`src/rtl/boi_pkg.sv`:
```
// shared types, constants and the arctangent table for the odometry integrator
// no dependencies
package boi_pkg;

    localparam int CORDIC_ITERATIONS = 16;
    localparam int CNT_W = (CORDIC_ITERATIONS > 1) ? $clog2(CORDIC_ITERATIONS) : 1;

    localparam int CW      = 35;
    localparam int DIV_W   = 48;
    localparam int DVS_W   = 34;
    localparam int DCNT_W  = $clog2(DIV_W);
    localparam int MUL_A_W = 34;
    localparam int MUL_B_W = 18;
    localparam int PROD_W  = MUL_A_W + MUL_B_W;

    localparam logic signed [CW-1:0] HALF_PI_Q30 = 35'sd1686629713;
    localparam logic signed [CW-1:0] PI_Q30      = 35'sd3373259426;
    localparam logic signed [CW-1:0] GAIN_Q30    = 35'sd652032874;
    localparam logic signed [CW-1:0] ONE_Q30     = 35'sd1073741824;

    localparam logic signed [17:0] PI_Q12     = 18'sd12868;
    localparam logic signed [17:0] TWO_PI_Q12 = 18'sd25736;
    localparam logic signed [13:0] STEER_LIM  = 14'sd5734;

    typedef struct packed {
        logic                 start;
        logic signed [CW-1:0] x0;
        logic signed [CW-1:0] z0;
    } t_cor_req;

    typedef struct packed {
        logic             start;
        logic [DIV_W-1:0] dividend;
        logic [DVS_W-1:0] divisor;
    } t_div_req;

    function automatic logic signed [CW-1:0] atan_q30(input logic [4:0] idx);
        logic signed [CW-1:0] v;
        case (idx)
            5'd0:  v = 35'sh03243F6A8;
            5'd1:  v = 35'sh01DAC6705;
            5'd2:  v = 35'sh00FADBAFC;
            5'd3:  v = 35'sh007F56EA6;
            5'd4:  v = 35'sh003FEAB76;
            5'd5:  v = 35'sh001FFD55B;
            5'd6:  v = 35'sh000FFFAAA;
            5'd7:  v = 35'sh0007FFF55;
            5'd8:  v = 35'sh0003FFFEA;
            5'd9:  v = 35'sh0001FFFFD;
            5'd10: v = 35'sh0000FFFFF;
            5'd11: v = 35'sh00007FFFF;
            5'd12: v = 35'sh00003FFFF;
            5'd13: v = 35'sh00001FFFF;
            5'd14: v = 35'sh00000FFFF;
            5'd15: v = 35'sh000007FFF;
            5'd16: v = 35'sh000003FFF;
            5'd17: v = 35'sh000001FFF;
            5'd18: v = 35'sh000000FFF;
            5'd19: v = 35'sh0000007FF;
            5'd20: v = 35'sh0000003FF;
            5'd21: v = 35'sh0000001FF;
            5'd22: v = 35'sh0000000FF;
            5'd23: v = 35'sh00000007F;
            default: v = '0;
        endcase
        return v;
    endfunction

endpackage

```
`src/rtl/bicycle_odometry_integrator.sv`:
```
// kinematic bicycle dead-reckoning integrator: sequencer, shared multiplier, pose state
// depends on boi_pkg, boi_cordic, boi_div
//
// usage
// - input channel (i_in_valid / o_in_ready) carries one item: action 0 is a drive
//   command (speed and steering), action 1 is an integration tick
// - a command gives no result; it takes one cordic pass, a division, a multiply and,
//   unless the wheelbase is zero, a second division
// - a tick takes one cordic pass plus seven multiply and update steps, then loads
//   the pose into the output register
// - o_in_ready is high only while the sequencer is idle, so one item at a time
//   uses the cordic, divider and multiplier
// - output channel (o_out_valid / i_out_ready) holds one pose; a new item is taken
//   while a pose waits, and a tick that finishes while the receiver stalls waits
//   in its last step until the register frees
// - configuration writes (wheelbase, time step) are accepted in every cycle
// - reset clears the pose, speeds and yaw rates and loads the default wheelbase
//   and time step; no clearing pass is needed
module bicycle_odometry_integrator (
    input  logic               i_clk,
    input  logic               i_rst_n,
    input  logic               i_in_valid,
    output logic               o_in_ready,
    input  logic               i_action,
    input  logic signed [15:0] i_command_speed,
    input  logic signed [13:0] i_steer_angle,
    output logic               o_out_valid,
    input  logic               i_out_ready,
    output logic signed [31:0] o_pos_x,
    output logic signed [31:0] o_pos_y,
    output logic signed [14:0] o_heading,
    output logic signed [15:0] o_speed_out,
    output logic signed [15:0] o_yaw_rate_out,
    input  logic               i_cfg_valid,
    output logic               o_cfg_ready,
    input  logic               i_cfg_index,
    input  logic [15:0]        i_cfg_data
);

    localparam logic REG_WHEELBASE = 1'b0;
    localparam logic REG_TIME_STEP = 1'b1;

    localparam logic [3:0] S_IDLE   = 4'd0;
    localparam logic [3:0] S_C_COR  = 4'd1;
    localparam logic [3:0] S_C_DIV1 = 4'd2;
    localparam logic [3:0] S_C_MULI = 4'd3;
    localparam logic [3:0] S_C_MUL  = 4'd4;
    localparam logic [3:0] S_C_DIV2 = 4'd5;
    localparam logic [3:0] S_T_COR  = 4'd6;
    localparam logic [3:0] S_T_ST   = 4'd7;
    localparam logic [3:0] S_T_XL   = 4'd8;
    localparam logic [3:0] S_T_XH   = 4'd9;
    localparam logic [3:0] S_T_YL   = 4'd10;
    localparam logic [3:0] S_T_YH   = 4'd11;
    localparam logic [3:0] S_T_YAW  = 4'd12;
    localparam logic [3:0] S_T_FIN  = 4'd13;

    localparam int CW = boi_pkg::CW;

    localparam logic signed [13:0] STEER_LIM_P = boi_pkg::STEER_LIM;

    logic [3:0]                r_state;
    logic [15:0]               r_wheelbase, r_time_step;
    logic signed [31:0]        r_pos_x, r_pos_y;
    logic signed [14:0]        r_yaw;
    logic signed [15:0]        r_speed, r_yaw_rate, r_pend_speed, r_pend_yaw_rate;
    logic signed [15:0]        r_cmd_speed;
    logic                      r_flip, r_neg;
    logic signed [23:0]        r_tan;
    logic signed [CW-1:0]      r_c, r_s;
    logic signed [32:0]        r_st;
    logic signed [67:0]        r_acc;
    logic signed [33:0]        r_dx, r_dy;
    logic signed [16:0]        r_dyaw;
    logic signed [boi_pkg::PROD_W-1:0] r_prod;
    logic                      r_out_valid;
    logic signed [31:0]        r_o_x, r_o_y;
    logic signed [14:0]        r_o_heading;
    logic signed [15:0]        r_o_speed, r_o_yaw_rate;

    boi_pkg::t_cor_req         cor_req;
    boi_pkg::t_div_req         div_req;
    logic                      cor_done, div_done;
    logic signed [CW-1:0]      cor_x, cor_y;
    logic [boi_pkg::DIV_W-1:0] div_q;

    logic                      in_acc, out_free;
    logic signed [13:0]        steer_c;
    logic signed [CW-1:0]      z_tick, z_tick_adj, z_cmd;
    logic                      flip_tick;
    logic [CW-1:0]             abs_cy;
    logic [boi_pkg::PROD_W-1:0] abs_num;
    logic signed [boi_pkg::MUL_A_W-1:0] mul_a;
    logic signed [boi_pkg::MUL_B_W-1:0] mul_b;
    logic signed [67:0]        hi_sh, sum_xy, sh_xy;
    logic signed [boi_pkg::PROD_W-1:0] yaw_t, yaw_sh;
    logic signed [34:0]        px, py;
    logic signed [17:0]        y0, y1, y2, y3, y4;
    logic signed [31:0]        px_sat, py_sat;

    assign in_acc      = i_in_valid && (r_state == S_IDLE);
    assign out_free    = !r_out_valid || i_out_ready;
    assign o_in_ready  = (r_state == S_IDLE);
    assign o_cfg_ready = 1'b1;

    // command angle and tick angle folded into the cordic range
    always_comb begin
        if (i_steer_angle > STEER_LIM_P)
            steer_c = STEER_LIM_P;
        else if (i_steer_angle < -STEER_LIM_P)
            steer_c = -STEER_LIM_P;
        else
            steer_c = i_steer_angle;
        z_cmd  = CW'(steer_c) <<< 18;
        z_tick = CW'(r_yaw) <<< 18;
        if (z_tick > boi_pkg::HALF_PI_Q30) begin
            z_tick_adj = z_tick - boi_pkg::PI_Q30;
            flip_tick  = 1'b1;
        end else if (z_tick < -boi_pkg::HALF_PI_Q30) begin
            z_tick_adj = z_tick + boi_pkg::PI_Q30;
            flip_tick  = 1'b1;
        end else begin
            z_tick_adj = z_tick;
            flip_tick  = 1'b0;
        end
    end

    always_comb begin
        cor_req.start = in_acc;
        cor_req.x0    = i_action ? boi_pkg::GAIN_Q30 : boi_pkg::ONE_Q30;
        cor_req.z0    = i_action ? z_tick_adj : z_cmd;
    end

    boi_cordic u_cordic (
        .i_clk   (i_clk),
        .i_rst_n (i_rst_n),
        .i_req   (cor_req),
        .o_done  (cor_done),
        .o_x     (cor_x),
        .o_y     (cor_y)
    );

    always_comb begin
        abs_cy  = (cor_y < 0) ? CW'(-cor_y) : CW'(cor_y);
        abs_num = (r_prod < 0) ? boi_pkg::PROD_W'(-r_prod) : boi_pkg::PROD_W'(r_prod);
        div_req.start = ((r_state == S_C_COR) && cor_done) ||
                        ((r_state == S_C_MUL) && (r_wheelbase != 16'd0));
        if (r_state == S_C_COR) begin
            div_req.dividend = boi_pkg::DIV_W'(abs_cy) << 16;
            div_req.divisor  = (cor_x <= 0) ? boi_pkg::DVS_W'(1)
                                            : cor_x[boi_pkg::DVS_W-1:0];
        end else begin
            div_req.dividend = abs_num[boi_pkg::DIV_W-1:0];
            div_req.divisor  = boi_pkg::DVS_W'({r_wheelbase, 4'b0000});
        end
    end

    boi_div u_div (
        .i_clk   (i_clk),
        .i_rst_n (i_rst_n),
        .i_req   (div_req),
        .o_done  (div_done),
        .o_quo   (div_q)
    );

    // shared multiplier operand select, product registered every cycle
    always_comb begin
        case (r_state)
            S_C_MULI: begin
                mul_a = boi_pkg::MUL_A_W'(r_tan);
                mul_b = boi_pkg::MUL_B_W'(r_speed);
            end
            S_T_COR: begin
                mul_a = boi_pkg::MUL_A_W'(r_speed);
                mul_b = $signed({2'b00, r_time_step});
            end
            S_T_ST: begin
                mul_a = boi_pkg::MUL_A_W'($signed(r_prod[32:0]));
                mul_b = $signed({1'b0, r_c[16:0]});
            end
            S_T_XL: begin
                mul_a = boi_pkg::MUL_A_W'(r_st);
                mul_b = $signed(r_c[34:17]);
            end
            S_T_XH: begin
                mul_a = boi_pkg::MUL_A_W'(r_st);
                mul_b = $signed({1'b0, r_s[16:0]});
            end
            S_T_YL: begin
                mul_a = boi_pkg::MUL_A_W'(r_st);
                mul_b = $signed(r_s[34:17]);
            end
            S_T_YH: begin
                mul_a = boi_pkg::MUL_A_W'(r_yaw_rate);
                mul_b = $signed({2'b00, r_time_step});
            end
            default: begin
                mul_a = '0;
                mul_b = '0;
            end
        endcase
    end

    always_comb begin
        hi_sh  = 68'(r_prod) <<< 17;
        sum_xy = r_acc + hi_sh + (68'sd1 <<< 37);
        sh_xy  = sum_xy >>> 38;
        yaw_t  = r_prod + boi_pkg::PROD_W'(32768);
        yaw_sh = yaw_t >>> 16;
        px     = 35'(r_pos_x) + 35'(r_dx);
        py     = 35'(r_pos_y) + 35'(r_dy);
        if (px > 35'sd2147483647)
            px_sat = 32'sh7FFFFFFF;
        else if (px < -35'sd2147483648)
            px_sat = 32'sh80000000;
        else
            px_sat = px[31:0];
        if (py > 35'sd2147483647)
            py_sat = 32'sh7FFFFFFF;
        else if (py < -35'sd2147483648)
            py_sat = 32'sh80000000;
        else
            py_sat = py[31:0];
        y0 = 18'(r_yaw) + 18'(r_dyaw);
        y1 = (y0 > boi_pkg::PI_Q12) ? y0 - boi_pkg::TWO_PI_Q12 : y0;
        y2 = (y1 > boi_pkg::PI_Q12) ? y1 - boi_pkg::TWO_PI_Q12 : y1;
        y3 = (y2 <= -boi_pkg::PI_Q12) ? y2 + boi_pkg::TWO_PI_Q12 : y2;
        y4 = (y3 <= -boi_pkg::PI_Q12) ? y3 + boi_pkg::TWO_PI_Q12 : y3;
    end

    always_ff @(posedge i_clk) begin
        r_prod <= mul_a * mul_b;
    end

    always_ff @(posedge i_clk) begin
        if (!i_rst_n) begin
            r_state         <= S_IDLE;
            r_wheelbase     <= 16'd548;
            r_time_step     <= 16'd6554;
            r_pos_x         <= '0;
            r_pos_y         <= '0;
            r_yaw           <= '0;
            r_speed         <= '0;
            r_yaw_rate      <= '0;
            r_pend_speed    <= '0;
            r_pend_yaw_rate <= '0;
            r_out_valid     <= 1'b0;
        end else begin
            if (i_cfg_valid) begin
                case (i_cfg_index)
                    REG_WHEELBASE: r_wheelbase <= i_cfg_data;
                    REG_TIME_STEP: r_time_step <= i_cfg_data;
                    default: ;
                endcase
            end
            if (r_out_valid && i_out_ready)
                r_out_valid <= 1'b0;

            case (r_state)
                S_IDLE: begin
                    if (in_acc) begin
                        r_cmd_speed <= i_command_speed;
                        r_flip      <= flip_tick;
                        r_state     <= i_action ? S_T_COR : S_C_COR;
                    end
                end
                S_C_COR: begin
                    if (cor_done) begin
                        r_neg   <= cor_y < 0;
                        r_state <= S_C_DIV1;
                    end
                end
                S_C_DIV1: begin
                    if (div_done) begin
                        r_tan   <= r_neg ? -$signed(div_q[23:0]) : $signed(div_q[23:0]);
                        r_state <= S_C_MULI;
                    end
                end
                S_C_MULI: r_state <= S_C_MUL;
                S_C_MUL: begin
                    r_neg <= r_prod < 0;
                    if (r_wheelbase == 16'd0) begin
                        if (r_prod > 0)
                            r_pend_yaw_rate <= 16'sh7FFF;
                        else if (r_prod < 0)
                            r_pend_yaw_rate <= 16'sh8000;
                        else
                            r_pend_yaw_rate <= '0;
                        r_pend_speed <= r_cmd_speed;
                        r_state      <= S_IDLE;
                    end else begin
                        r_state <= S_C_DIV2;
                    end
                end
                S_C_DIV2: begin
                    if (div_done) begin
                        if (!r_neg)
                            r_pend_yaw_rate <= (div_q > boi_pkg::DIV_W'(32767))
                                             ? 16'sh7FFF : $signed(div_q[15:0]);
                        else
                            r_pend_yaw_rate <= (div_q >= boi_pkg::DIV_W'(32768))
                                             ? 16'sh8000 : -$signed(div_q[15:0]);
                        r_pend_speed <= r_cmd_speed;
                        r_state      <= S_IDLE;
                    end
                end
                S_T_COR: begin
                    if (cor_done) begin
                        r_c     <= r_flip ? -cor_x : cor_x;
                        r_s     <= r_flip ? -cor_y : cor_y;
                        r_state <= S_T_ST;
                    end
                end
                S_T_ST: begin
                    r_st    <= $signed(r_prod[32:0]);
                    r_state <= S_T_XL;
                end
                S_T_XL: begin
                    r_acc   <= 68'(r_prod);
                    r_state <= S_T_XH;
                end
                S_T_XH: begin
                    r_dx    <= sh_xy[33:0];
                    r_state <= S_T_YL;
                end
                S_T_YL: begin
                    r_acc   <= 68'(r_prod);
                    r_state <= S_T_YH;
                end
                S_T_YH: begin
                    r_dy    <= sh_xy[33:0];
                    r_state <= S_T_YAW;
                end
                S_T_YAW: begin
                    r_dyaw  <= yaw_sh[16:0];
                    r_state <= S_T_FIN;
                end
                S_T_FIN: begin
                    if (out_free) begin
                        r_pos_x      <= px_sat;
                        r_pos_y      <= py_sat;
                        r_yaw        <= y4[14:0];
                        r_speed      <= r_pend_speed;
                        r_yaw_rate   <= r_pend_yaw_rate;
                        r_o_x        <= px_sat;
                        r_o_y        <= py_sat;
                        r_o_heading  <= y4[14:0];
                        r_o_speed    <= r_pend_speed;
                        r_o_yaw_rate <= r_pend_yaw_rate;
                        r_out_valid  <= 1'b1;
                        r_state      <= S_IDLE;
                    end
                end
                default: r_state <= S_IDLE;
            endcase
        end
    end

    assign o_out_valid    = r_out_valid;
    assign o_pos_x        = r_o_x;
    assign o_pos_y        = r_o_y;
    assign o_heading      = r_o_heading;
    assign o_speed_out    = r_o_speed;
    assign o_yaw_rate_out = r_o_yaw_rate;

endmodule

```
`src/rtl/boi_cordic.sv`:
```
// rotation-mode cordic, one micro-rotation per cycle
// depends on boi_pkg
module boi_cordic (
    input  logic                          i_clk,
    input  logic                          i_rst_n,
    input  boi_pkg::t_cor_req             i_req,
    output logic                          o_done,
    output logic signed [boi_pkg::CW-1:0] o_x,
    output logic signed [boi_pkg::CW-1:0] o_y
);

    logic signed [boi_pkg::CW-1:0] r_x, r_y, r_z;
    logic [boi_pkg::CNT_W-1:0]     r_i;
    logic                          r_busy;
    logic                          r_done;
    logic signed [boi_pkg::CW-1:0] sx, sy, ang;

    always_comb begin
        sx  = r_y >>> r_i;
        sy  = r_x >>> r_i;
        ang = boi_pkg::atan_q30(5'(r_i));
    end

    always_ff @(posedge i_clk) begin
        if (!i_rst_n) begin
            r_busy <= 1'b0;
            r_done <= 1'b0;
        end else begin
            r_done <= 1'b0;
            if (i_req.start) begin
                r_x    <= i_req.x0;
                r_y    <= '0;
                r_z    <= i_req.z0;
                r_i    <= '0;
                r_busy <= 1'b1;
            end else if (r_busy) begin
                if (r_z >= 0) begin
                    r_x <= r_x - sx;
                    r_y <= r_y + sy;
                    r_z <= r_z - ang;
                end else begin
                    r_x <= r_x + sx;
                    r_y <= r_y - sy;
                    r_z <= r_z + ang;
                end
                if (r_i == boi_pkg::CNT_W'(boi_pkg::CORDIC_ITERATIONS - 1)) begin
                    r_busy <= 1'b0;
                    r_done <= 1'b1;
                end else begin
                    r_i <= r_i + 1'b1;
                end
            end
        end
    end

    assign o_done = r_done;
    assign o_x    = r_x;
    assign o_y    = r_y;

endmodule

```
`src/rtl/boi_div.sv`:
```
// unsigned restoring divider, one quotient bit per cycle
// depends on boi_pkg
module boi_div (
    input  logic                         i_clk,
    input  logic                         i_rst_n,
    input  boi_pkg::t_div_req            i_req,
    output logic                         o_done,
    output logic [boi_pkg::DIV_W-1:0]    o_quo
);

    logic [boi_pkg::DIV_W-1:0]  r_quo;
    logic [boi_pkg::DVS_W-1:0]  r_rem;
    logic [boi_pkg::DVS_W-1:0]  r_dvs;
    logic [boi_pkg::DCNT_W-1:0] r_cnt;
    logic                       r_busy;
    logic                       r_done;
    logic [boi_pkg::DVS_W:0]    rem_sh;
    logic [boi_pkg::DVS_W:0]    rem_sub;
    logic                       ge;

    always_comb begin
        rem_sh  = {r_rem, r_quo[boi_pkg::DIV_W-1]};
        ge      = rem_sh >= {1'b0, r_dvs};
        rem_sub = rem_sh - {1'b0, r_dvs};
    end

    always_ff @(posedge i_clk) begin
        if (!i_rst_n) begin
            r_busy <= 1'b0;
            r_done <= 1'b0;
        end else begin
            r_done <= 1'b0;
            if (i_req.start) begin
                r_quo  <= i_req.dividend;
                r_dvs  <= i_req.divisor;
                r_rem  <= '0;
                r_cnt  <= '0;
                r_busy <= 1'b1;
            end else if (r_busy) begin
                r_rem <= ge ? rem_sub[boi_pkg::DVS_W-1:0] : rem_sh[boi_pkg::DVS_W-1:0];
                r_quo <= {r_quo[boi_pkg::DIV_W-2:0], ge};
                if (r_cnt == boi_pkg::DCNT_W'(boi_pkg::DIV_W - 1)) begin
                    r_busy <= 1'b0;
                    r_done <= 1'b1;
                end else begin
                    r_cnt <= r_cnt + 1'b1;
                end
            end
        end
    end

    assign o_done = r_done;
    assign o_quo  = r_quo;

endmodule

```
`config.mk`:
```
export PLATFORM = sky130hd
export DESIGN_NAME = bicycle_odometry_integrator
export DESIGN_NICKNAME = d
export VERILOG_FILES = /design/src/rtl/boi_pkg.sv /design/src/rtl/bicycle_odometry_integrator.sv /design/src/rtl/boi_cordic.sv /design/src/rtl/boi_div.sv
export SDC_FILE = /design/constraint.sdc
export NUM_CORES = 2
export LEC_CHECK = 0
export BUFFER_PORTS_ARGS = -buffer_cell sky130_fd_sc_hd__buf_2
export CAP_MARGIN = 40
export CORE_ASPECT_RATIO = 0.9
export CORE_MARGIN = 2
export CORE_UTILIZATION = 50
export DETAILED_ROUTE_END_ITERATION = 10
export GPL_ROUTABILITY_DRIVEN = 0
export GPL_TIMING_DRIVEN = 0
export PLACE_DENSITY = 0.65
export SETUP_SLACK_MARGIN = 0.15
export SYNTH_ARGS = -nofsm -noshare
export SYNTH_HDL_FRONTEND = slang
export SYNTH_SLANG_ARGS = --single-unit
```
`constraint.sdc`:
```
create_clock -name i_clk -period 11.3 [get_ports i_clk]
set_clock_uncertainty 0.15 [all_clocks]
set_input_delay 1.695 -clock i_clk [delete_from_list [all_inputs] [get_ports i_clk]]
set_output_delay 1.695 -clock i_clk [all_outputs]
set_load 0.01 [all_outputs]
```
==> results.ini <==
[timing]
maxSlewViolCount = 0
hold_slack_ns = 0.256
finalSetupViolations = 0
slew_headroom_pct = 24.3
post-route-period-util_pct = 96.3
period_needed_ns = 10.89
hold_viol_final = 0
clock.fmax_mhz = 91.9
tightest_slew_ns = 1.14
rsz0062_at_grt = false

[placed_design]
place_inst = 10398
hpwl_um = 198000
port_buffers = 164

[clock_tree]
hold_buffers = 0
clock-root-buffer = clkbuf_16
clock_latency_ns = 0.72
clk_pin_slew_worst_paths_ns = 0.06
numCtsBuffers = 88
htreeDepth = 3
clockBufferDepth = 3
cts_tree = built
clock-sinks = 864
post_cts_buffers = 0

[grt]
antenna_found_initial = 14
grt_max_degree = 71
grt-ovfl-total = 0
first_global_vias = 60765
grt_usage_pct = 31.7
grt_pass1_wl_um = 369000

[critical_path]
arrival_ns = 11.27
critical_path_class = reg2reg
slowest_delay_ns = 0.72
ff2ff_path_depth = 35
r2r_slack_ns = 0.41
timing.rr.end = r_prod[50]
startpoint = r_state[2]
slowest_stage = clkbuf_1
crit_top_cell = fa_1
worstPathMaxFanout = 10
worstPathRequired_ns = 11.68
reg2reg_from = r_state[2]
startpoint_type = flip-flop
cp-end-kind = flip-flop

[final_layout]
stdcell_count = 10571
drive_above_1_share_pct = 7.63
final_cell_mix = nand2_1 (1248), inv_1 (812), nor2_1 (608)
nets = 9614
nFillCells = 13269
final_common_cell = nand2_1
fin_util_pct = 55.5
syn_to_final_growth_pct = 9.93

[synth]
syn_nets = 9294
synth.area.top_cells = edfxtp_1 (24%), fa_1 (15%), ha_1 (7.7%)
synth_seq_area_share_pct = 31.0
synth_top_area_share_pct = 23.9
synth_edf_count = 599
synth_area_mm2 = 0.0751
ys.flop_type = edfxtp_1
ys_seq_elements = 864
syn_avg_cell_area_um2 = 9.17
async_flop_share_pct = 0
yosys.area.top_type = edfxtp_1
synth_cell_types = 108
yosysWarnings = 0
synth_cells = 8195

[min_path]
whs_endpoint = u_cordic.o_done
hold-path-cell-count = 2
min_path_type = reg2reg
worstHoldStart = u_cordic.r_busy

[pwr]
total_power_mw = 16.2
netSwitchingPower_mw = 7.02
p_int_mw = 9.18
pwr-share-seq_pct = 29.4
p_clk_share_pct = 19.2
p_leak_nw = 35.5
power_frac_comb_pct = 51.4
p_per_area_mw_per_mm2 = 196
switching_share_pct = 43.3
irDropWorstVdd_mv = 0.274

[die]
die_y_um = 372
die_area_mm2 = 0.153
start_util_pct = 50.5
num_rows = 134
core_area_mm2 = 0.149
die_w_um = 413
pin_count = 167

[routing]
dr.pass1.iters = 8
antenna_left = 0
drt_iter0_drc = 7427
viasPerCell = 6.03
drt_wl_total_um = 246000
routedWlPerCell_um = 23.3
vias = 63700
drc = 0

[status]
status = finished clean

[run]
drv_cap = 0

[metrics by stage]
step / cell area [um2] / TNS (ns) / setup WS (ns)
after floorplan: 75100 / 0 / 1.80
after detailed placement: 79300 / -4.36 / -0.903
after global routing: 82600 / 0 / 0.113
after CTS: 82400 / 0 / 0.151
final: 82600 / 0 / 0.414
after global placement: 78400 / -52.87 / -1.76
[layer usage]
layer,share of wire (%),GRT usage (%)
met1,42,45.6
met2,41,45.8
met3,12,8.09
met4,4.6,12.0
met5,0.015,0
[cell families after synthesis]
kind of cell | count (synthesis) | synth area share [%]
simple gates | 2670 | 15.7
buf+inv | 1228 | 6.19
xor+xnor | 573 | 6.73
fa+ha+maj | 1046 | 23.2
flops | 864 | 31.0
other cells | 1 | 0.00499
mux | 193 | 3.23
compound gates | 1620 | 13.9
[power by group through the flow]
stage	registers, mW	logic, mW	clock network, mW
after floorplan	4.53	5.99	0
after global placement	4.82	7.77	0
after detailed placement	4.79	8.04	0
after CTS	4.73	8.11	3.12
after global routing	4.78	9.14	3.25
final	4.77	8.33	3.10
[flip-flops by register name, indices dropped and copies added, names as in the netlist, 24 cells and up]
register,cells
u_cordic.ang,29
r_tan,24
r_c,35
u_cordic.o_x,35
o_pos_y,32
u_cordic.r_z,35
r_pos_x,32
r_dy,30
r_st,33
u_div.r_rem,34
r_pos_y,32
r_s,35
u_div.r_dvs,34
u_div.o_quo,48
o_pos_x,32
u_cordic.o_y,35
r_dx,30
r_prod,52
r_acc,35
[worst max-delay path by stage]
stage	end	slack, ns	cells after the start
floorplan	r_prod[50]	1.80	37
global placement	u_cordic.ang[21]	-1.76	10
detailed placement	r_prod[51]	-0.90	42
CTS	r_prod[50]	0.15	38
global route	r_prod[50]	0.11	41
finish	r_prod[50]	0.41	35
[area by class of cell]
cell class                 count  area, um2  share of cell area, %
antenna                        9       22.5                 0.0273
tap                         1972       2470                   2.99
timing repair buffer         234       1600                   1.94
buffer                       407       1660                   2.01
multi-input combinational   6103      47500                   57.5
clock buffer                 118       2460                   2.98
inverter                     817       3070                   3.72
sequential                   864      23300                   28.2
clock inverter                47        571                  0.691
[cells in the mapped netlist, types with 27 or more instances]
| master | instances |
|---|---|
| a211oi_1 | 49 |
| o21ai_0 | 442 |
| a31oi_1 | 37 |
| or4_1 | 33 |
| clkbuf_1 | 364 |
| and3_1 | 82 |
| o211ai_1 | 33 |
| a21o_1 | 85 |
| a21oi_1 | 460 |
| o21bai_1 | 42 |
| fa_1 | 581 |
| mux2i_1 | 122 |
| mux4_2 | 36 |
| a22oi_1 | 27 |
| nor3_1 | 108 |
| edfxtp_1 | 599 |
| nand3_1 | 147 |
| or2_2 | 28 |
| nand2_1 | 1250 |
| xor2_1 | 180 |
| nor4_1 | 31 |
| buf_1 | 27 |
| and2_1 | 65 |
| o31ai_1 | 62 |
| nand2b_1 | 80 |
| ha_1 | 465 |
| nor2b_1 | 84 |
| xnor2_1 | 389 |
| a221o_1 | 30 |
| mux2_2 | 34 |
| dfxtp_1 | 265 |
| inv_1 | 812 |
| or3_1 | 83 |
| nor2_1 | 619 |
| o21a_1 | 54 |
[worst max-delay path: cells and delay by family (launching register included)]
family	cells	cell delay, ns
AOI/OAI and AO/OA	16	4.06
adders and majority gates	7	3.26
buffers and inverters	8	2.10
and+or+nand+nor	2	0.39
DFF	1	0.31
xor gates and xnor gates	1	0.27
muxes	1	0.12
[repair_timing]
action	4_1_cts	5_1_grt
endpoints found under the setup margin	16	13
endpoints found under the hold margin	0	0
resized for setup	44	77
pin swaps	0	1
No activity file was read; power rests on OpenSTA's default activity.
